**src/srq_pkg.sv**
```systemverilog
// srq_pkg: constants, codes and shared types of the sequence reorder queue.
// No dependencies.
`default_nettype none
package srq_pkg;
	localparam int DEPTH = 32;
	localparam int SW = $clog2(DEPTH);
	localparam int CW = $clog2(DEPTH + 1);
	localparam logic [23:0] TIMEOUT_RST = 24'd1000000;

	typedef enum logic [1:0] {
		ACT_ADD = 2'd0,
		ACT_REMOVE = 2'd1,
		ACT_TICK = 2'd2,
		ACT_QUERY = 2'd3
	} action_t;

	typedef enum logic [1:0] {
		ST_OK = 2'd0,
		ST_DUP = 2'd1,
		ST_FULL = 2'd2,
		ST_MISS = 2'd3
	} status_t;

	typedef enum logic [2:0] {
		E_IDLE,
		E_RCHK,
		E_WALK,
		E_FIX,
		E_HEAD,
		E_OUT
	} eng_state_t;

	typedef struct packed {
		action_t action;
		logic [31:0] seq;
		logic [15:0] tag;
		logic [15:0] len;
	} cmd_t;

	typedef struct packed {
		status_t status;
		logic head_valid;
		logic [31:0] head_seq;
		logic [15:0] head_tag;
		logic [15:0] head_len;
		logic [31:0] head_remaining;
		logic [5:0] occupancy;
	} res_t;
endpackage
`default_nettype wire

```
**src/srq_front.sv**
```systemverilog
// srq_front: input stage, two-entry command queue toward the list engine.
// Depends on srq_pkg.
`default_nettype none
module srq_front import srq_pkg::*; (
	input wire logic clk,
	input wire logic arst_n,
	input wire logic in_valid,
	output logic in_ready,
	input wire cmd_t in_cmd,
	output logic cmd_valid,
	input wire logic cmd_take,
	output cmd_t cmd
);
	cmd_t mem_q [2];
	logic wp_q, rp_q;
	logic [1:0] cnt_q;

	assign in_ready = (cnt_q != 2'd2);
	assign cmd_valid = (cnt_q != 2'd0);
	assign cmd = mem_q[rp_q];

	always_ff @(posedge clk) begin
		if (in_valid && in_ready) mem_q[wp_q] <= in_cmd;
	end

	always_ff @(posedge clk or negedge arst_n) begin
		if (!arst_n) begin
			wp_q <= 1'b0;
			rp_q <= 1'b0;
			cnt_q <= 2'd0;
		end else begin
			if (in_valid && in_ready) wp_q <= ~wp_q;
			if (cmd_take) rp_q <= ~rp_q;
			cnt_q <= cnt_q + 2'(in_valid && in_ready) - 2'(cmd_take);
		end
	end

	a_take_has_cmd: assert property (@(posedge clk) disable iff (!arst_n)
		cmd_take |-> cmd_valid) else $error("take from empty queue");
	a_cnt_range: assert property (@(posedge clk) disable iff (!arst_n)
		cnt_q != 2'd3) else $error("queue count overflow");
	a_full_block: assert property (@(posedge clk) disable iff (!arst_n)
		(cnt_q == 2'd2 && !cmd_take) |=> cnt_q == 2'd2) else $error("lost entry");
endmodule
`default_nettype wire

```
**src/srq_engine.sv**
```systemverilog
// srq_engine: linked-list store and walker that steps through the list node by node.
// Depends on srq_pkg.
`default_nettype none
module srq_engine import srq_pkg::*; (
	input wire logic clk,
	input wire logic arst_n,
	input wire logic [23:0] timeout_ticks,
	input wire logic cmd_valid,
	output logic cmd_take,
	input wire cmd_t cmd,
	output logic res_valid,
	input wire logic res_ready,
	output res_t res
);
	logic [31:0] seq_mem [DEPTH];
	logic [15:0] tag_mem [DEPTH];
	logic [15:0] len_mem [DEPTH];
	logic [31:0] exp_mem [DEPTH];
	logic [SW-1:0] link_mem [DEPTH];
	logic [DEPTH-1:0] link_set_q;

	eng_state_t state_q, state_d;
	cmd_t cmd_q;
	logic [SW-1:0] head_q, tail_q, free_q, cur_q, prev_q;
	logic have_prev_q, found_q;
	logic [CW-1:0] count_q, idx_q;
	logic [31:0] now_q;
	status_t st_q;
	res_t res_q;
	logic res_valid_q;

	logic [SW-1:0] rd_addr;
	logic [31:0] rd_seq, rd_seq_q, rd_exp_q;
	logic [15:0] rd_tag_q, rd_len_q;
	logic [SW-1:0] rd_link_q;
	logic [SW-1:0] free_link_q;

	logic we;
	logic [SW-1:0] wa;
	logic [31:0] w_seq, w_exp;
	logic [15:0] w_tag, w_len;
	logic lwe;
	logic [SW-1:0] lwa, lwd;

	logic fix2_q;
	logic [SW-1:0] l2a_q, l2d_q;
	logic rem_step_q;
	logic [SW-1:0] old_free_q;
	logic [SW-1:0] link2_a, link2_d;
	logic link2_we;
	logic rem_q2;

	// node read: address chosen by the walker, data registered
	always_ff @(posedge clk) begin
		rd_seq_q <= seq_mem[rd_addr];
		rd_tag_q <= tag_mem[rd_addr];
		rd_len_q <= len_mem[rd_addr];
		rd_exp_q <= exp_mem[rd_addr];
	end
	assign rd_seq = rd_seq_q;

	// link reads: unset links read as the reset free chain (i+1) mod DEPTH
	always_ff @(posedge clk) begin
		rd_link_q <= link_set_q[rd_addr] ? link_mem[rd_addr]
			: SW'((32'(rd_addr) + 1) % DEPTH);
		free_link_q <= link_set_q[free_q] ? link_mem[free_q]
			: SW'((32'(free_q) + 1) % DEPTH);
	end

	// one link write port: FIX uses it first, HEAD and OUT afterwards
	always_ff @(posedge clk) begin
		if (we) begin
			seq_mem[wa] <= w_seq;
			tag_mem[wa] <= w_tag;
			len_mem[wa] <= w_len;
			exp_mem[wa] <= w_exp;
		end
		if (lwe) link_mem[lwa] <= lwd;
		else if (link2_we) link_mem[link2_a] <= link2_d;
	end

	logic is_add;
	logic walk_done, hit, less;
	assign is_add = (cmd_q.action == ACT_ADD);
	assign walk_done = (idx_q == count_q);
	assign hit = (rd_seq == cmd_q.seq);
	assign less = ($signed(cmd_q.seq) < $signed(rd_seq));

	always_comb begin
		state_d = state_q;
		cmd_take = 1'b0;
		rd_addr = cur_q;
		we = 1'b0;
		wa = free_q;
		w_seq = cmd_q.seq;
		w_tag = cmd_q.tag;
		w_len = cmd_q.len;
		w_exp = now_q + 32'(timeout_ticks);
		lwe = 1'b0;
		lwa = free_q;
		lwd = cur_q;
		case (state_q)
			E_IDLE: begin
				rd_addr = head_q;
				if (cmd_valid) begin
					cmd_take = 1'b1;
					state_d = E_RCHK;
				end
			end
			E_RCHK: state_d = E_WALK;
			E_WALK: begin
				if (cmd_q.action == ACT_TICK || cmd_q.action == ACT_QUERY)
					state_d = E_HEAD;
				else if (is_add && 32'(count_q) >= DEPTH)
					state_d = E_HEAD;
				else if (walk_done) state_d = E_FIX;
				else if (hit) state_d = E_FIX;
				else if (is_add && less) state_d = E_FIX;
				else begin
					rd_addr = rd_link_q;
					state_d = E_RCHK;
				end
			end
			E_FIX: begin
				rd_addr = head_q;
				state_d = E_HEAD;
				if (is_add && !found_q) begin
					we = 1'b1;
					if (!walk_done) begin
						lwe = 1'b1;
						lwa = free_q;
						lwd = cur_q;
					end
				end
			end
			E_HEAD: begin
				rd_addr = head_q;
				state_d = E_OUT;
			end
			E_OUT: begin
				// wait here until the result register is free to take this beat
				rd_addr = head_q;
				if (!res_valid_q) state_d = E_IDLE;
			end
			default: state_d = E_IDLE;
		endcase
	end

	// found_q marks a duplicate or a remove hit seen in the walk
	always_ff @(posedge clk or negedge arst_n) begin
		if (!arst_n) begin
			state_q <= E_IDLE;
			head_q <= '0;
			tail_q <= '0;
			free_q <= '0;
			count_q <= '0;
			now_q <= '0;
			link_set_q <= '0;
			idx_q <= '0;
			cur_q <= '0;
			prev_q <= '0;
			have_prev_q <= 1'b0;
			found_q <= 1'b0;
			st_q <= ST_OK;
		end else begin
			state_q <= state_d;
			if (lwe) link_set_q[lwa] <= 1'b1;
			else if (link2_we) link_set_q[link2_a] <= 1'b1;
			case (state_q)
				E_IDLE: if (cmd_valid) begin
					cur_q <= head_q;
					idx_q <= '0;
					have_prev_q <= 1'b0;
					found_q <= 1'b0;
					prev_q <= '0;
					st_q <= ST_OK;
				end
				E_WALK: begin
					if (cmd_q.action == ACT_TICK) now_q <= now_q + 32'd1;
					else if (cmd_q.action == ACT_QUERY) ;
					else if (is_add && 32'(count_q) >= DEPTH) st_q <= ST_FULL;
					else if (walk_done) begin
						if (!is_add) st_q <= ST_MISS;
					end else if (hit) begin
						found_q <= 1'b1;
						if (is_add) st_q <= ST_DUP;
					end else if (!(is_add && less)) begin
						prev_q <= cur_q;
						have_prev_q <= 1'b1;
						cur_q <= rd_link_q;
						idx_q <= idx_q + 1'b1;
					end
				end
				E_FIX: begin
					if (is_add && !found_q) begin
						free_q <= free_link_q;
						count_q <= count_q + 1'b1;
						if (walk_done) begin
							if (count_q == '0) head_q <= free_q;
							tail_q <= free_q;
						end else if (!have_prev_q) head_q <= free_q;
					end else if (!is_add && found_q) begin
						if (!have_prev_q) head_q <= rd_link_q;
						if (cur_q == tail_q) tail_q <= prev_q;
						free_q <= cur_q;
						count_q <= count_q - 1'b1;
					end
				end
				default: ;
			endcase
		end
	end

	// second link write (predecessor / tail / freed slot) in the cycle after FIX
	always_ff @(posedge clk or negedge arst_n) begin
		if (!arst_n) fix2_q <= 1'b0;
		else fix2_q <= (state_q == E_FIX) &&
			((is_add && !found_q && (have_prev_q || (walk_done && count_q != '0)))
			|| (!is_add && found_q));
	end
	always_ff @(posedge clk) begin
		rem_step_q <= (state_q == E_FIX) && !is_add && have_prev_q;
		if (state_q == E_FIX) begin
			if (is_add) begin
				l2a_q <= walk_done ? tail_q : prev_q;
				l2d_q <= free_q;
			end else begin
				l2a_q <= prev_q;
				l2d_q <= rd_link_q;
			end
		end
	end
	// remove: freed slot links to old free head; predecessor relinks in OUT
	always_ff @(posedge clk) if (state_q == E_FIX) old_free_q <= free_q;
	always_comb begin
		link2_we = 1'b0;
		link2_a = l2a_q;
		link2_d = l2d_q;
		if (state_q == E_HEAD && fix2_q) begin
			if (is_add) link2_we = 1'b1;
			else begin
				link2_we = 1'b1;
				link2_a = free_q;
				link2_d = old_free_q;
			end
		end else if (state_q == E_OUT && rem_q2) link2_we = 1'b1;
	end
	always_ff @(posedge clk or negedge arst_n) begin
		if (!arst_n) rem_q2 <= 1'b0;
		else rem_q2 <= (state_q == E_HEAD) && fix2_q && !is_add && rem_step_q;
	end

	always_ff @(posedge clk) if (cmd_take) cmd_q <= cmd;

	always_ff @(posedge clk) begin
		if (state_q == E_OUT && !res_valid_q) begin
			res_q.status <= st_q;
			res_q.head_valid <= (count_q != '0);
			res_q.head_seq <= (count_q != '0) ? rd_seq_q : '0;
			res_q.head_tag <= (count_q != '0) ? rd_tag_q : '0;
			res_q.head_len <= (count_q != '0) ? rd_len_q : '0;
			res_q.head_remaining <= (count_q != '0) ? rd_exp_q - now_q : '0;
			res_q.occupancy <= 6'(count_q);
		end
	end
	always_ff @(posedge clk or negedge arst_n) begin
		if (!arst_n) res_valid_q <= 1'b0;
		else if (state_q == E_OUT && !res_valid_q) res_valid_q <= 1'b1;
		else if (res_valid_q && res_ready) res_valid_q <= 1'b0;
	end
	assign res_valid = res_valid_q;
	assign res = res_q;

	a_count_max: assert property (@(posedge clk) disable iff (!arst_n)
		32'(count_q) <= DEPTH) else $error("count beyond depth");
	a_take_idle: assert property (@(posedge clk) disable iff (!arst_n)
		cmd_take |-> state_q == E_IDLE) else $error("take while busy");
	a_full_hold: assert property (@(posedge clk) disable iff (!arst_n)
		(state_q == E_FIX) |=> $stable(now_q)) else $error("time moved in fix");
endmodule
`default_nettype wire

```
**src/sequence_reorder_queue.sv**
```systemverilog
// Sequence reorder queue: entries sorted by signed sequence number in a linked slot store.
// Add and remove walk the list node by node (registered store read in RCHK, then compare
// in WALK) over up to DEPTH nodes, then pass FIX, HEAD and OUT; tick, query and add to a
// full store go from WALK straight to HEAD and OUT.
// Throughput: one item in the engine; a two-beat queue in front and a one-beat result
// register behind let each side stall on its own. Reset (arst_n, async low): empty list,
// free chain in slot order, time zero, timeout 1000000; stores themselves are not cleared.
`default_nettype none
module sequence_reorder_queue import srq_pkg::*; (
	input wire logic clk,
	input wire logic arst_n,
	input wire logic cfg_we,
	input wire logic [23:0] cfg_wdata,
	input wire logic s_axis_tvalid,
	output logic s_axis_tready,
	input wire logic [63:0] s_axis_tdata, // seq, packet_tag, packet_len
	input wire logic [1:0] s_axis_tuser,  // action
	output logic m_axis_tvalid,
	input wire logic m_axis_tready,
	output logic [103:0] m_axis_tdata, // head_valid, head_seq, head_tag, head_len,
	                                   // head_remaining, occupancy, zero pad
	output logic [1:0] m_axis_tuser    // status
);
	logic [23:0] timeout_q;
	cmd_t in_cmd, cmd;
	logic cmd_valid, cmd_take;
	res_t res;

	always_ff @(posedge clk or negedge arst_n) begin
		if (!arst_n) timeout_q <= TIMEOUT_RST;
		else if (cfg_we) timeout_q <= cfg_wdata;
	end

	always_comb begin
		in_cmd.action = action_t'(s_axis_tuser);
		in_cmd.seq = s_axis_tdata[31:0];
		in_cmd.tag = s_axis_tdata[47:32];
		in_cmd.len = s_axis_tdata[63:48];
	end

	srq_front u_front (
		.clk(clk), .arst_n(arst_n),
		.in_valid(s_axis_tvalid), .in_ready(s_axis_tready), .in_cmd(in_cmd),
		.cmd_valid(cmd_valid), .cmd_take(cmd_take), .cmd(cmd)
	);

	srq_engine u_engine (
		.clk(clk), .arst_n(arst_n), .timeout_ticks(timeout_q),
		.cmd_valid(cmd_valid), .cmd_take(cmd_take), .cmd(cmd),
		.res_valid(m_axis_tvalid), .res_ready(m_axis_tready), .res(res)
	);

	assign m_axis_tuser = res.status;
	assign m_axis_tdata = {1'b0, res.occupancy, res.head_remaining, res.head_len,
		res.head_tag, res.head_seq, res.head_valid};
endmodule
`default_nettype wire
```
**config.mk**
```make
export PLATFORM = sky130hd
export DESIGN_NAME = sequence_reorder_queue
export DESIGN_NICKNAME = d
export VERILOG_FILES = /design/src/srq_pkg.sv /design/src/srq_front.sv /design/src/srq_engine.sv /design/src/sequence_reorder_queue.sv
export SDC_FILE = /design/constraint.sdc
export NUM_CORES = 2
export LEC_CHECK = 0
export CAP_MARGIN = 20
export CORE_ASPECT_RATIO = 1.2
export CORE_MARGIN = 2
export CORE_UTILIZATION = 61
export CTS_BUF_LIST = sky130_fd_sc_hd__clkbuf_8 sky130_fd_sc_hd__clkbuf_16
export CTS_CLUSTER_SIZE = 14
export DETAILED_ROUTE_END_ITERATION = 10
export DONT_BUFFER_PORTS = 1
export HOLD_SLACK_MARGIN = 0.03
export PLACE_DENSITY = 0.77
export SYNTH_ARGS = -nofsm -noshare
export SYNTH_HDL_FRONTEND = slang
export SYNTH_HIERARCHICAL = 1
export SYNTH_SLANG_ARGS = --single-unit
```
**constraint.sdc**
```tcl
create_clock -name clk -period 9.6 [get_ports clk]
set_input_delay 0.48 -clock clk [delete_from_list [all_inputs] [get_ports clk]]
set_output_delay 0.48 -clock clk [all_outputs]
set_load 0.01 [all_outputs]
```
* Yosys cells after proc, flatten, opt, wreduce, memory -nomap -nowiden
Memory sizes are Yosys's and may differ from the RTL's. A register that Yosys moved wholly into a read port is not among the register bits.
Cells that the tools add are included.
** Word-level totals
- Register bits after elaboration :: 270
- Memory bits (writable) :: 3364
- Input bits :: 95
- Output and inout bits :: 108
- Logic and storage cells :: 245
- Memories kept :: 6
** Cells by class
- $add $sub $neg :: 10
- Magnitude comparators :: 7
- Equal/unequal tests :: 27
- Mux-type cells :: 113
- Bitwise gates (word level) :: 4
- Reduce and logical (&&, ||, !) cells :: 45
** Memory list
- u_engine.exp_mem :: words 32, width 32, read ports 1, clocked after Yosys merged registers in 1, write ports 1, line srq_engine.sv:18 : logic [31:0] exp_mem [DEPTH];
- u_engine.seq_mem :: words 32, width 32, read ports 1, clocked after Yosys merged registers in 1, write ports 1, line srq_engine.sv:15 : logic [31:0] seq_mem [DEPTH];
- u_engine.len_mem :: words 32, width 16, read ports 1, clocked after Yosys merged registers in 1, write ports 1, line srq_engine.sv:17 : logic [15:0] len_mem [DEPTH];
- u_engine.tag_mem :: words 32, width 16, read ports 1, clocked after Yosys merged registers in 1, write ports 1, line srq_engine.sv:16 : logic [15:0] tag_mem [DEPTH];
- u_engine.link_mem :: words 32, width 5, read ports 2, clocked after Yosys merged registers in 0, write ports 1, line srq_engine.sv:19 : logic [SW-1:0] link_mem [DEPTH];
- u_front.mem_q :: words 2, width 66, read ports 1, clocked after Yosys merged registers in 1, write ports 1, line srq_front.sv:14 : cmd_t mem_q [2];
** Operator list (number)
- 5-bit two-way mux :: 38
- 32-bit two-way mux :: 2
- 32-bit bitwise OR :: 2
- 6-bit two-way mux :: 9
- 1-bit two-way mux :: 37
- 32-bit by 1-bit adder with 32-bit output, second input constant :: 1
- 32-bit by 24-bit adder with 32-bit output :: 1
- 32-bit == test :: 1
- 32-bit less-than comparator :: 1
- 32-bit subtractor :: 1
- 5-bit case mux with 2 select lines :: 3
- 2-bit inequality test, second input constant :: 11
- 1-bit logical AND :: 18
- 5-bit by 6-bit less-than comparator with 1-bit output, second input constant :: 3
- 2-bit two-way mux :: 9
- 3-bit two-way mux :: 6
- 3-bit case mux with 6 select lines :: 1
- 7-bit AND reduction :: 2
- 6-bit by 1-bit adder with 6-bit output, second input constant :: 2
- 6-bit case mux with 2 select lines :: 1
- 2-bit nonzero test :: 6
- 5-bit by 1-bit adder with 5-bit output, second input constant :: 2
- 1-bit binary-select mux with 5-bit select :: 2
- 1-bit demux with 5-bit select :: 2
- other kinds (30) :: 45

* Depth between registers and ports, before layout
- Word-level depth :: 11
- Mapped depth :: 19
- Mapped depth without buffers :: 16

* Hierarchy
The synthesis kept the hierarchy.
** By module, submodules not included
- srq_engine :: times used 1, cells each 7557, area an instance 143211.1 µm², seq. area each 107558.2 µm²
- srq_front :: times used 1, cells each 222, area an instance 4958.5 µm², seq. area each 4063.9 µm²
- sequence_reorder_queue :: times used 1, cells each 53, area an instance 1017.2 µm², seq. area each 609.3 µm²

* Worst setup path after synthesis
No wires, ideal clock.
- Path kind :: register to register
- From :: register, netlist name u_engine/cmd_q[65]
- To :: memory u_engine.exp_mem[11][0], enable pin
- Setup time :: 0.552 ns
- Arrival :: 6.373 ns
- Data required time :: 9.048 ns
- Path slack :: 2.675 ns
- Stages on the path, launching flop included :: 10
- Path buffers :: 2
- Clock period less this slack :: 6.925 ns
- Cells stage by stage :: edfxtp_1 or2_2 inv_1 clkbuf_1 ha_1 clkbuf_1 inv_1 nor2_1 nand2_1 nor2_1
** On the way
- Longest elaborated chain between the ends :: 6
** Ends and longest elaborated chain
- 2-bit logical NOT :: line srq_engine.sv:84 : assign is_add = (cmd_q.action == ACT_ADD);
- 1-bit logical AND :: line srq_engine.sv:127 : if (is_add && !found_q) begin
- 1-bit two-way mux :: line srq_engine.sv:127
- 1-bit two-way mux :: line srq_engine.sv:102 : case (state_q)
- 1-bit two-way mux :: line srq_engine.sv:72 : if (we) begin
- 1-bit two-way mux (not written as such) :: line srq_engine.sv:76 : exp_mem[wa] <= w_exp;
- to (decl) :: line srq_engine.sv:18
No other way between the ends.

* Worst setup path after layout
- From :: register, netlist name u_engine/w_seq[15]
- To :: register u_engine.rd_exp_q[14], read port of u_engine.exp_mem
** On the way
- Longest elaborated chain between the ends :: 8
- Elaborated cells between the ends (all ways) :: 9
- Those cells by class :: order compare: 1; eq/ne: 1; mux: 6; reduce/logical: 1
** Ends and longest elaborated chain
- 32-bit less-than comparator :: line srq_engine.sv:87 : assign less = ($signed(cmd_q.seq) < $signed(rd_seq));
- 1-bit logical AND :: line srq_engine.sv:118 : else if (is_add && less) state_d = E_FIX;
- 5-bit two-way mux :: line srq_engine.sv:118
- 5-bit two-way mux (*) (3 in a row)
- 5-bit two-way mux (*) :: line srq_engine.sv:112 : if (cmd_q.action == ACT_TICK || cmd_q.action == ACT_QUERY)
- 5-bit case mux with 2 select lines (*) :: line srq_engine.sv:102
- to (decl) :: line srq_engine.sv:33 : logic [31:0] rd_seq, rd_seq_q, rd_exp_q;
Every way passes the cells marked *; elsewhere a longest branch is shown, timed or not.
A chain may end at the register's enable or synchronous reset.

==> flow_metrics.tcl <==
set metrics [dict create \
    die_x_um 455.5 \
    dp_hpwl_mm 189.4 \
    synth.avg_cell_area_sq_um 19.05 \
    worstPathMaxFanout 44 \
    worst-slew-pin-transition_ps 1153 \
    outcome "finished, final reports clean" \
    cp.arrival_ps 7750 \
    cts_resized 0 \
    die_h_um 545.7 \
    p_seq_share_pct 37.1 \
    clk_path_buf_depth 4 \
    p_sw_share_pct 34.73 \
    route.detailed.drc 0 \
    power_mw 59.41 \
    rsz0062_at_grt "false" \
    cts-root-buf "clkbuf_16" \
    clock_skew_ps 52.23 \
    synth_async_sr_flop_share_pct 3.662 \
    p_int_mw 38.78 \
    wl_per_cell_um 33.71 \
    slowest_delay_ps 1020 \
    syn2layout_area_growth_pct 12.00 \
    vias 80082 \
    synth_cell_types 84 \
    grt_pass1_wl_mm 562.7 \
    cp-end-kind "flip-flop" \
    grtUsageTotal_pct 31.30 \
    netlist_area_sq_mm 0.1492 \
    die_area_sq_mm 0.2486 \
    clk_pin_slew_ps 70 \
    cp_cell_sequence "ha_1, nand4_1, nor4_2, a21boi_1, a2111o_2, a211oi_2, nor3b_1, o21a_4, buf_4, buf_4, nand2_1, and3_1, a311oi_1, a31o_2" \
    core_area_sq_mm 0.2428 \
    io_buffers 0 \
    wirelength_mm 390.5 \
    period_minus_slack_ps 6926 \
    peakVddDrop_mv 0.5930 \
    first_global_vias 81049 \
    synth_nets 8030 \
    clock-sinks 3796 \
    synth-warning-count 6 \
    max_slew_margin_pct 23.15 \
    required_ps 10420 \
    p_comb_share_pct 38.8 \
    drtIter0Drc 12121 \
    netSwitchingPower_mw 20.63 \
    crit_type "reg2reg" \
    hp-class "in2reg" \
    first_pass_iters 6 \
    setup_violations 0 \
    num_rows 198 \
    hold_viol 0 \
    avgViaCountPerCell 6.912 \
    finalCritPeriodShare_pct 72.14 \
    synth-seq-area-share_pct 75.23 \
    gp_congestion 0.8847 \
    p_per_area_mw_per_mm2 355.6 \
    ios 203 \
    synth_edf_count 3550 \
    cts_max_level 5 \
    drive_above_1_share_pct 22.08 \
    cts_buffers 359 \
    leakage_nw 55.85 \
    worstSetupStartpointType "flip-flop" \
    syn_inst 7832 \
    drv_cap 0 \
    clkLatencyLatePin_ps 920 \
    layout.nets 8278 \
    ys_seq_elements 3796 \
    yosysMostFrequentCell "edfxtp_1" \
    power.clock.fraction_pct 24.1 \
    synthFlopType "edfxtp_1" \
    drtAntennaViolNets 0 \
    synthTopCellsByCount "edfxtp_1, nand2_1, mux4_2" \
    synth_top_area_cell "edfxtp_1" \
    timing.critical_path.mode_cell "buf_4" \
    start_util_pct 61.45 \
    cts_tree "yes" \
    yosys-top-cells-area "edfxtp_1, mux4_2, nand2_1, dfrtp_1, dfxtp_1" \
    yosys.area.top_type_share_pct 71.46 \
    report.final.slew_viol_count 0 \
    fmax_ghz 0.1444 \
    overflow 0 \
    slowest_stage "edfxtp_1" \
    setup_tns_ps 0 \
    antenna_found_initial 10 \
    grt_max_degree 144 \
]
registers in the layout, summed over array words and instances, names as in the netlist, 105 cells and up:
signal	cells
u_engine/tag_mem	512
u_engine/res	105
u_engine/seq_mem	1024
u_engine/len_mem	512
u_engine/link_mem	160
u_engine/exp_mem	1024
u_front/mem_q	132
worst max-delay path, delay by kind of cell (launching register included):
family                   cells  cell delay [ps]
AO/OA/AOI/OAI                6             2230
adder cells (fa/ha/maj)      1              300
buffers and inverters        2             1210
flip-flops                   1             1020
AND/OR/NAND/NOR              5             2010
cell type report:
cell class	instances	area, sq um
inverter	109	409.1
timing repair buffer	309	3334
sequential	3796	112200
clock inverter	257	2223
clock buffer	404	9671
multi-input combinational	3505	35200
antenna	6	15.01
tap	3200	4004
fill	14390	75690
power by group through the flow:
stage                     clock network (mW)  registers, mW  logic, mW
after floorplan                            0           21.7       16.8
after global placement                     0           22.3       22.1
after detailed placement                   0           22.4       22.5
after CTS                               14.4           22.0       23.0
after global routing                    15.0           22.2       24.5
final                                   14.3           22.1       23.0
metal layers:
layer  up-vias  track usage (%)  share of wire [%]  routed length, um
met2      5967            49.77                 48             186700
met5         -                0             0.0051                 20
met1     41228            43.03                 35             136300
met4         4            13.05                4.7              18350
met3      1050            6.300                 13              49130
li1      31833                -                  -                  -
per-stage QoR:
| step | util (%) | cells | setup WS (ps) | hold slack (ps) | area, sq um |
|---|---|---|---|---|---|
| finish | 68.82 | 11586 | 2674 | 113.6 | 167100 |
| global route | 68.82 | 11583 | 2459 | 97.83 | 167100 |
| CTS | 68.72 | 11567 | 2838 | 64.07 | 166800 |
| detailed placement | 63.32 | 10788 | 2921 | 189.9 | 153700 |
| global placement | 63.27 | 10781 | 2485 | 190.4 | 153600 |
| floorplan | - | 7832 | 2675 | 184.4 | 149200 |
worst paths after layout:
kind	startpoint	to	slack (ps)	depth (start not counted)
max reg2reg	u_engine/w_seq[15]	u_engine/rd_exp_q[14]	2670	14
min in group asynchronous	arst_n	u_engine/prev_q[1]	330	2
min	s_axis_tvalid	u_front/mem_q[1][32]	110	1
min reg2reg	u_engine/rem_step_q	u_engine/rem_q2	460	1
max	u_engine/w_seq[15]	u_engine/rd_exp_q[14]	2670	14
max in group asynchronous	arst_n	u_front/rp_q	8650	2
timing repair:
| action | in CTS | in global routing |
|---|---|---|
| hold endpoints to repair | 298 | 0 |
| setup buffers | 0 | 0 |
| hold buffers | 118 | 0 |
cell families (layout without fill, tap and decap cells):
logic type	Yosys count	in the layout	share of synthesized area (%)
buf+inv	531	1079	1.557
compound gates	544	544	2.763
other cells	1	7	0.002514
flops	3796	3796	75.23
simple gates	1776	1776	5.192
xor+xnor	106	106	0.6223
fa+ha+maj	103	103	0.8789
mux	975	975	13.76
cells in the final DEF, fill, tap and decap left out, types with 81 or more instances in the layout:
| cell type | instances |
|---|---|
| mux2_2 | 81 |
| edfxtp_1 | 3550 |
| a31o_2 | 87 |
| clkbuf_16 | 365 |
| nor2_1 | 180 |
| a311oi_1 | 98 |
| nand2_1 | 979 |
| dfxtp_1 | 107 |
| ha_1 | 100 |
| and3_1 | 101 |
| inv_1 | 199 |
| a21oi_1 | 82 |
| dlygate4sd3_1 | 117 |
| buf_4 | 131 |
| nand3_1 | 291 |
| dfrtp_1 | 129 |
| mux4_2 | 844 |
Note: power is estimated with default switching activity, not from simulation.
